===== src/hdl/g2g_pkg.sv =====
// Shared constants and types of the go-to-goal velocity core.
package g2g_pkg;
  localparam int CordicStagesDefault = 16;
  localparam int MaxTable = 24;
  localparam int XW = 32;  // CORDIC x/y datapath width
  localparam int ZW = 29;  // angle accumulator, Q.24
  localparam int PoseW = 16;
  localparam int HeadW = 15;
  localparam int SpeedW = 15;
  localparam int AngW = 15;
  localparam logic signed [ZW-1:0] AngPi = 29'sd52707179;
  localparam logic signed [ZW-1:0] AngTwoPi = 29'sd105414357;
  localparam logic signed [ZW-1:0] AngHalfPi = 29'sd26353589;
  localparam logic [29:0] InvGainQ30 = 30'd652032874;
  localparam logic [SpeedW-1:0] SpeedReset = 15'd2048;

  typedef enum logic [1:0] {
    REG_GOAL_X = 2'd0,
    REG_GOAL_Y = 2'd1,
    REG_MAX_SPEED = 2'd2
  } reg_idx_e;

  // data handed from one cell to the next
  typedef struct packed {
    logic valid;
    logic zero;
    logic signed [XW-1:0] x;
    logic signed [XW-1:0] y;
    logic signed [ZW-1:0] z;
    logic signed [HeadW-1:0] hd;
  } cell_t;

  function automatic logic signed [ZW-1:0] atan_q24(input int i);
    logic signed [ZW-1:0] r;
    case (i)
      0: r = 29'sd13176795;
      1: r = 29'sd7778716;
      2: r = 29'sd4110060;
      3: r = 29'sd2086331;
      4: r = 29'sd1047214;
      5: r = 29'sd524117;
      6: r = 29'sd262123;
      7: r = 29'sd131069;
      default: r = ZW'(29'sd1 <<< (24 - i));
    endcase
    return r;
  endfunction
endpackage


===== src/hdl/g2g_cell.sv =====
// One vectoring CORDIC micro-rotation cell.
module g2g_cell #(
  parameter int Idx = 0
) (
  input  logic            clk_i,
  input  logic            rst_ni,
  input  g2g_pkg::cell_t  cell_i,
  output g2g_pkg::cell_t  cell_o
);
  import g2g_pkg::*;
  cell_t cell_d, cell_q;
  logic signed [XW-1:0] dx, dy;

  always_comb begin
    dx = cell_i.y >>> Idx;
    dy = cell_i.x >>> Idx;
    cell_d = cell_i;
    if (cell_i.y > 0) begin
      cell_d.x = cell_i.x + dx;
      cell_d.y = cell_i.y - dy;
      cell_d.z = cell_i.z + atan_q24(Idx);
    end else begin
      cell_d.x = cell_i.x - dx;
      cell_d.y = cell_i.y + dy;
      cell_d.z = cell_i.z - atan_q24(Idx);
    end
  end

  always_ff @(posedge clk_i or negedge rst_ni) begin
    if (!rst_ni) begin
      cell_q <= '0;
    end else begin
      cell_q <= cell_d;
    end
  end
  assign cell_o = cell_q;
endmodule


===== config.mk =====
export PLATFORM = sky130hd
export DESIGN_NAME = g2g_cell
export DESIGN_NICKNAME = d
export VERILOG_FILES = /design/src/hdl/g2g_pkg.sv /design/src/hdl/g2g_cell.sv
export SDC_FILE = /design/constraint.sdc
export NUM_CORES = 1
export LEC_CHECK = 0
export BUFFER_PORTS_ARGS = -buffer_cell sky130_fd_sc_hd__buf_2
export CORE_UTILIZATION = 38
export CTS_CLUSTER_DIAMETER = 150
export DETAILED_ROUTE_END_ITERATION = 10
export MAX_ROUTING_LAYER = met4
export PLACE_DENSITY_LB_ADDON = 0.08
export SYNTH_ARGS = -nofsm -noshare
export SYNTH_HDL_FRONTEND = slang
export SYNTH_SLANG_ARGS = --single-unit

===== constraint.sdc =====
create_clock -name clk_i -period 0.8 [get_ports clk_i]
set_input_delay 0 -clock clk_i [delete_from_list [all_inputs] [get_ports clk_i]]
set_output_delay 0 -clock clk_i [all_outputs]
set_load 0.03 [all_outputs]

==> out/metrics.yaml, run 1 <==
timing:
  max-slew-margin-rel_pct: 67.4
  finalCriticalPeriod_ns: 2.91
  fmax_ghz: 0.343
  fin_hold_ws_ns: -0.0349
  setup_viol: 200
  tightest_slew_ns: 0.483
  slew_violations: 0
  hold_viol: 2
  rsz0062_at_grt: "true"
  worst_slack_ns: -2.11
  fin_crit_sh_pct: 364
critical_path:
  cp_slowest_cell: "nor4_4"
  critPathTopFamily: "simple AND/OR/NAND/NOR gates"
  worst_setup_path_end_kind: "register"
  path_class: "in -> reg"
  required_ns: 1.09
  slowest_delay_ns: 0.34
  worst-path-stages: 19
  worstPathCellList: "buf_8 -> nor4_4 -> buf_4 -> nand4_1 -> nor2_2 -> or2_4 -> buf_4 -> buf_6 -> buf_8 -> ha_2 -> o21a_1 -> nor2_2 -> inv_1 -> a31oi_4 -> o221ai_4 -> nor3_4 -> o31ai_2 -> a21oi_1 -> xnor2_1"
  cp.arrival_ns: 3.20
  crit_fanout: 7
  path_buf_inv: 6
  start_kind: "input pin"
route:
  postRouteAntennaNets: 0
  dr.pass1.iters: 5
  drt-initial-drc-count: 814
  vias_per_cell: 5.27
  drcViolationCount: 0
  wl_mm: 39.2
  route.vias.total: 11200
  wl_per_cell_um: 18.4
logic_synthesis:
  ys_async_sr_fraction_pct: 100
  dominantRegCellSynth: "dfrtp_1"
  syn_nets: 1365
  yosys.area.top_type: "dfrtp_1"
  synth_edf_count: 0
  synth_top_family_by_area: "compound AO/OA/AOI/OAI gates"
  synth-xor-area-share_pct: 7.95
  synth_fa_ha_area_share_pct: 16.5
  yosysSeqAreaShare_pct: 28.5
  synth.cell_area_um2: 9590
  synth_area_per_cell_um2: 8.49
  yosys-top-cells-count: "a21oi_1 (131), ha_1 (120), dfrtp_1 (109), inv_1 (103), xnor2_1 (75)"
  synth-seq-cells: 109
  synthMuxAreaShare_pct: 1.36
  yosysWarnings: 0
  ys_types: 71
  post-synth-top-area-fraction_pct: 28.5
  synthSimpleGateAreaFrac_pct: 13.7
  synth_compound_area_share_pct: 25.9
  syn_inst: 1129
  yosysMostFrequentCell: "a21oi_1"
  ys_top_cells_by_area: "dfrtp_1 (28%), ha_1 (16%), xnor2_1 (6.9%)"
die:
  initial_utilization_pct: 39.1
  core-area_um2: 24500
  dieArea_um2: 25900
  rows: 57
  io_pins: 222
  die_h_um: 161
  die_w_um: 161
power_and_ir_drop:
  p_clk_share_pct: 17.5
  power_frac_seq_pct: 25.6
  p_int_w: 0.0158
  p_sw_share_pct: 41.9
  power_leakage_nw: 8.25
  switchingPower_w: 0.0114
  p_per_area_nw_per_um2: 1570
  peakVddDrop_mv: 1.14
  combPwrFrac_pct: 56.9
layout:
  seqCellArea_um2: 2730
  largest_reg_flops: 109
  layout-drive-gt1-share_pct: 52.8
  utilization_pct: 70.4
  final_nets: 2040
  nFillCells: 1972
  antenna-diode-count: 0
  syn2layout_area_growth_pct: 80.1
  multi_input_area_um2: 7900
place:
  hpwl_mm: 29.2
  globalplace.congestion: 0.962
  post-place-ws_ns: -2.84
  io_buffers: 221
grt:
  grt_max_degree: 62
  antenna_found_initial: 0
  grt_pass1_vias: 11000
  gr-total-overflow: 0
  grt_first_pass_wirelength_mm: 57.8
  grt_util_all_layers_pct: 29.3
min_path:
  holdPathStages: 2
  hold_path_class: "in -> reg"
run:
  cap_violations: 0
clocking:
  clock-root-buffer: "clkbuf_16"
  clock_sinks: 109
  cts.path.max_buffers: 2
  cts_tree: "done"
  clkSlewWorstSetupHoldPaths_ns: 0.08
  cts_inserted_buffers: 9
  h-tree-depth: 3
  ctsHoldBuffers: 20
status:
  violations: "negative hold slack, negative setup slack"
  status: "finished, violations left"
worst paths after layout:
| path | start | endpoint | slack [ns] |
|---|---|---|---|
| min | cell_i[15] | cell_o[16] | -0.03 |
| max in group asynchronous | rst_ni | cell_o[9] | 0.32 |
| min in group asynchronous | rst_ni | cell_o[22] | 0.03 |
| max | cell_i[50] | cell_o[33] | -2.11 |
kinds of logic (layout without fill, tap and decap cells):
logic type / after synthesis / after routing
multiplexers: 13 / 13
adder cells (fa/ha/maj): 124 / 124
flip-flops: 109 / 109
XOR/XNOR: 87 / 87
AO/OA/AOI/OAI: 377 / 377
AND/OR/NAND/NOR: 269 / 269
buffers and inverters: 150 / 830
power groups by stage:
stage                     logic [W]  clock network [W]  registers [W]
after CTS                    0.0144            0.00492        0.00696
after floorplan             0.00492                  0        0.00927
final                        0.0154            0.00476        0.00696
after global routing         0.0164            0.00503        0.00706
after detailed placement     0.0127                  0        0.00699
after global placement       0.0126                  0        0.00699
metrics by stage:
stage               hold slack [ns]  TNS [ns]  total power [W]  cells  area [um2]
finish                      -0.0349   -133.20           0.0272   2133       17300
global route                -0.0326   -143.08           0.0284   2133       17300
CTS                         -0.0373   -132.17           0.0262   2108       16400
detailed placement           -0.126   -175.60           0.0196   2036       14500
global placement             -0.125   -173.45           0.0196   2036       14500
floorplan                    -0.296   -105.44           0.0142   1129       10200
cells in the final DEF (no fill, tap or decap), drive strengths merged, types with 5 or more instances in the layout:
cell	synthesis	routed
a21oi	132	132
o311ai	5	5
dlygate4sd3	0	20
nor3	30	30
nand3	21	21
clkbuf	28	12
a31oi	16	16
o21ai	67	67
xnor2	75	75
a2111oi	5	5
nand2	57	57
a21o	26	26
a211oi	10	10
clkinv	1	5
o211ai	18	18
ha	120	120
nand2b	14	14
nor2b	9	9
inv	105	107
xor2	12	12
buf	16	685
nor4	19	19
or2	5	5
o21a	8	8
o21bai	36	36
mux2i	13	13
dfrtp	109	109
nand4	22	22
o31ai	11	11
nor2	73	73
and3	5	5
repair_timing:
action,4_1_cts,5_1_grt
endpoints found under the setup margin,200,200
resized for setup,273,125
buffers inserted,46,28
hold endpoints to repair,130,2
pin swaps,132,109
gates cloned,0,6
metal layers:
layer	GRT usage (%)	wire length (um)
met1	36.7	17000
met2	49.2	18800
met3	3.41	2130
met4	9.22	1330
met5	-	0
cell type report:
class                   instances  area share, %
flip-flops and latches        109           15.8
multi-input cells             870           45.8
clock inverters                 7          0.449
repair buffers                708           31.7
inverters                     106           2.61
clock buffers                   9           1.30
well taps                     324           2.35
Power figures use the tool's default switching activity.
==> run 2: changes to the inputs <==
--- a/config.mk
+++ b/config.mk
@@ -5,8 +5,8 @@
 export SDC_FILE = /design/constraint.sdc
 export NUM_CORES = 1
 export LEC_CHECK = 0
-export BUFFER_PORTS_ARGS = -buffer_cell sky130_fd_sc_hd__buf_2
-export CORE_UTILIZATION = 38
+export BUFFER_PORTS_ARGS = -buffer_cell sky130_fd_sc_hd__clkbuf_2
+export CORE_UTILIZATION = 48
 export CTS_CLUSTER_DIAMETER = 150
 export DETAILED_ROUTE_END_ITERATION = 10
 export MAX_ROUTING_LAYER = met4
==> run 2 against run 1 <==
Against the previous run:
- the flow now stops in global routing (5_1_grt)
- area after synthesis is the same
- synthesized cell count is the same
==> out/metrics.yaml, run 2 <==
logic_synthesis:
  yosysWarnings: 0  # unchanged
  syn_nets: 1365  # unchanged
  yosysSeqAreaShare_pct: 28.5  # unchanged
  ys_types: 71  # unchanged
  yosys.area.top_type: "dfrtp_1"
  dominantRegCellSynth: "dfrtp_1"
  synth_edf_count: 0  # unchanged
  yosysMostFrequentCell: "a21oi_1"
  syn_inst: 1129  # unchanged
  synth.cell_area_um2: 9590  # unchanged
  yosys-top-cells-count: "a21oi_1 (131), ha_1 (120), dfrtp_1 (109), inv_1 (103), xnor2_1 (75)"
  synth-seq-cells: 109  # unchanged
  ys_top_cells_by_area: "dfrtp_1 (28%), ha_1 (16%), xnor2_1 (6.9%)"
  post-synth-top-area-fraction_pct: 28.5  # unchanged
  ys_async_sr_fraction_pct: 100  # unchanged
  synth_area_per_cell_um2: 8.49  # unchanged
die:
  io_pins: 222  # unchanged
  die_w_um: 143  # -11%
  initial_utilization_pct: 49.1  # +10 points
  rows: 51  # -11%
  die_h_um: 143  # -11%
clocking:
  clock_sinks: 109  # unchanged
  cts.path.max_buffers: 2  # unchanged
  h-tree-depth: 3  # unchanged
  clock-root-buffer: "clkbuf_16"
  cts_inserted_buffers: 9  # unchanged
status:
  status: "stopped before the end"
  tool.error: "[ERROR GRT-0232] Routing congestion too high. Check the congestion heatmap in the GUI."
  lastStage: "global routing (5_1_grt)"
grt:
  gr-total-overflow: 1378
  grt_max_degree: 49
  grt_util_all_layers_pct: 96.4
place:
  hpwl_mm: 28.2  # -3.5%
  dp.cells: 1978  # -2.8%
  io_buffers: 221  # unchanged
  place_area_um2: 14400  # -0.46%
  globalplace.congestion: 0.993  # +3.2%
timing:
  crit_endpoint: "cell_o[40]$_DFF_PN0_/D"
  worstEndpointType: "register input"
## run 2: cells by family after synthesis
group	after synthesis	synth area share (%)
AND/OR/NAND/NOR	269	13.7
XOR/XNOR	87	7.95
AO/OA/AOI/OAI	377	25.9
flip-flops	109	28.5
buffers and inverters	150	6.23
multiplexers	13	1.36
adder cells (fa/ha/maj)	124	16.5
## run 2: what timing repair did
action / CTS
resized for setup: 481
hold endpoints to repair: 131
setup buffers: 62
hold buffers: 21
cloned: 7
pin swaps: 140
setup endpoints to repair: 200
## run 2: layer usage
layer | overflow | GRT usage [%]
met5 | - | -
met3 | 18 | 67.4
met2 | 1052 | 125
met1 | 15 | 86.1
met4 | 293 | 109
## run 2: per-stage QoR
stage / hold slack [ns] / setup slack [ns]
2_1_floorplan: -0.296 / -2.19
3_3_place_gp: -0.153 / -2.57
3_5_place_dp: -0.154 / -2.62
4_1_cts: -0.0122 / -1.96
==> run 3: changes to the inputs <==
--- a/config.mk
+++ b/config.mk
@@ -6,11 +6,9 @@
 export NUM_CORES = 1
 export LEC_CHECK = 0
 export BUFFER_PORTS_ARGS = -buffer_cell sky130_fd_sc_hd__clkbuf_2
-export CORE_UTILIZATION = 48
-export CTS_CLUSTER_DIAMETER = 150
+export CORE_UTILIZATION = 33
 export DETAILED_ROUTE_END_ITERATION = 10
-export MAX_ROUTING_LAYER = met4
-export PLACE_DENSITY_LB_ADDON = 0.08
+export PLACE_DENSITY_LB_ADDON = 0.15
 export SYNTH_ARGS = -nofsm -noshare
 export SYNTH_HDL_FRONTEND = slang
 export SYNTH_SLANG_ARGS = --single-unit
==> constraint.sdc (replaced) <==
create_clock -name clk_i -period 1.04 [get_ports clk_i]
set_input_delay 0 -clock clk_i [delete_from_list [all_inputs] [get_ports clk_i]]
set_output_delay 0 -clock clk_i [all_outputs]
set_load 0.03 [all_outputs]
==> run 3 against run 2 <==
Against the previous run:
- the flow now finishes, with violations (negative hold slack, negative setup slack)
==> out/metrics.yaml, run 3 (synthesis results as in run 1) <==
route:
  wl_per_cell_um: 17.5
  dr.pass1.iters: 5
  drcViolationCount: 0
  postRouteAntennaNets: 0
  wl_mm: 38.4
  drt-initial-drc-count: 628
  route.vias.total: 11000
  vias_per_cell: 5.00
layout:
  syn2layout_area_growth_pct: 83.0
  nFillCells: 2468
  largest_reg_flops: 109
  final_cell_mix: "buf_4 (411), clkbuf_2 (195), dfrtp_1 (109), inv_1 (92), ha_1 (88)"
  multi_input_area_um2: 8210
  layout-drive-gt1-share_pct: 55.0
  fin_area_um2: 17500
  final_common_cell: "buf_4"
  seqCellArea_um2: 2730
  final_nets: 2046
power_and_ir_drop:
  peakVddDrop_mv: 0.663
  switchingPower_w: 0.00887
  p_sw_share_pct: 42.5
  p_per_area_nw_per_um2: 1190
  power_leakage_nw: 8.35
  power_frac_seq_pct: 25.4
  combPwrFrac_pct: 56.4
  p_int_w: 0.0120
  p_clk_share_pct: 18.2
timing:
  max-slew-margin-rel_pct: 64.7
  worst_slack_ns: -1.68
  fmax_ghz: 0.367
  setup_viol: 90
  rsz0062_at_grt: "true"
  tightest_slew_ns: 0.524
  fin_hold_ws_ns: -0.0281
  slew_violations: 0
  finalCriticalPeriod_ns: 2.72
  hold_viol: 1
  fin_crit_sh_pct: 262
critical_path:
  required_ns: 1.31
  worstPathCellList: "buf_4 -> nor4_2 -> buf_4 -> nand4_1 -> nor2_1 -> or2_4 -> inv_6 -> ha_4 -> a211o_4 -> a2111oi_4 -> o21bai_2 -> nand3_2 -> nand4_1 -> a31oi_4 -> o21bai_1 -> a21o_1 -> xor2_1"
  worst_setup_path_end_kind: "register"
  cp_slowest_cell: "a2111oi_4"
  cp.arrival_ns: 3.00
  slowest_delay_ns: 0.41
  crit_start: "cell_i[53]"
  crit_fanout: 4
  path_class: "in -> reg"
  start_kind: "input pin"
min_path:
  worstHoldStart: "cell_i[15]"
  hold_path_class: "in -> reg"
  holdPathStages: 2
clocking:
  clock_sinks: 109  # unchanged
  cts_inserted_buffers: 9  # unchanged
  h-tree-depth: 3  # unchanged
  clock-root-buffer: "clkbuf_16"
  cts_tree: "done"
  clkSlewWorstSetupHoldPaths_ns: 0.09
  cts.path.max_buffers: 2  # unchanged
  ctsHoldBuffers: 20  # -4.8%
die:
  die_h_um: 172  # +20%
  initial_utilization_pct: 33.5  # -16 points
  rows: 62  # +22%
  dieArea_um2: 29700
  io_pins: 222  # unchanged
  core-area_um2: 28600
  die_w_um: 172  # +20%
status:
  status: "finished, violations left"
  violations: "negative hold slack, negative setup slack"
grt:
  gr-total-overflow: 0
  grt_first_pass_wirelength_mm: 57.6
  use_met2_pct: 43.1
  grt_max_degree: 69
  antenna_found_initial: 1
  met3_usage_pct: 2.95
  grt_pass1_vias: 10800
  grt.busiest_layer: "met2"
  grtUsageMet1_pct: 33.0
  grt_util_all_layers_pct: 25.2
place:
  io_buffers: 221  # unchanged
  hpwl_mm: 29.1  # +3.2%
  globalplace.congestion: 0.911  # -8.3%
  place_area_um2: 14400  # -0.25%
run:
  cap_violations: 0
[run 3: metrics by stage]
stage | cells | TNS (ns) | total power (W) | worst slack, ns | util (%)
CTS | 2149 | -89.39 | 0.0200 | -1.69 | 57.0
global route | 2199 | -103.04 | 0.0219 | -1.77 | 61.3
floorplan | 1129 | -83.84 | 0.0109 | -1.95 | -
global placement | 2079 | -135.46 | 0.0150 | -2.21 | 50.3
detailed placement | 2079 | -136.42 | 0.0150 | -2.24 | 50.3
finish | 2200 | -96.70 | 0.0208 | -1.68 | 61.3
[run 3: worst paths after layout]
check / endpoint / slack [ns]
worst max-delay path: cell_o[40] / -1.68
worst min-delay path: cell_o[16] / -0.03
max in group asynchronous: cell_o[35] / 0.44
min in group asynchronous: cell_o[15] / 0.19
[run 3: worst max-delay path, delay by kind of cell]
family | cells | cell delay, ns
and+or+nand+nor | 6 | 0.94
adders and majority gates | 1 | 0.22
buffers and inverters | 3 | 0.33
xor gates and xnor gates | 1 | 0.14
AOI/OAI and AO/OA | 6 | 1.35
[run 3: final cells by class]
cell class / instances / area share, %
Clock buffer: 9 / 1.28
Sequential cell: 109 / 15.5
Tap cell: 384 / 2.74
Multi-Input combinational cell: 870 / 46.8
Clock inverter: 7 / 0.506
Antenna cell: 1 / 0.0143
Inverter: 106 / 2.55
Timing Repair Buffer: 714 / 30.5
[run 3: per-layer routing]
metal	vias up	share of wire, %
met1	5284	44
li1	5393	-
met3	46	4.8
met4	0	2.3
met2	281	49
met5	-	0
[run 3: what timing repair did]
| action | in CTS | in global routing |
|---|---|---|
| cloned | 1 | 0 |
| pin swaps | 140 | 137 |
| setup endpoints to repair | 90 | 90 |
| endpoints found under the hold margin | 129 | 1 |
| buffers inserted | 42 | 55 |
| resized for setup | 209 | 197 |
[run 3: power by group through the flow]
stage / Clock, W / Sequential, W / Combinational [W]
2_1_floorplan: 0 / 0.00713 / 0.00379
3_3_place_gp: 0 / 0.00539 / 0.00960
3_5_place_dp: 0 / 0.00539 / 0.00962
4_1_cts: 0.00390 / 0.00530 / 0.0108
5_1_grt: 0.00401 / 0.00539 / 0.0125
6_report: 0.00379 / 0.00530 / 0.0118
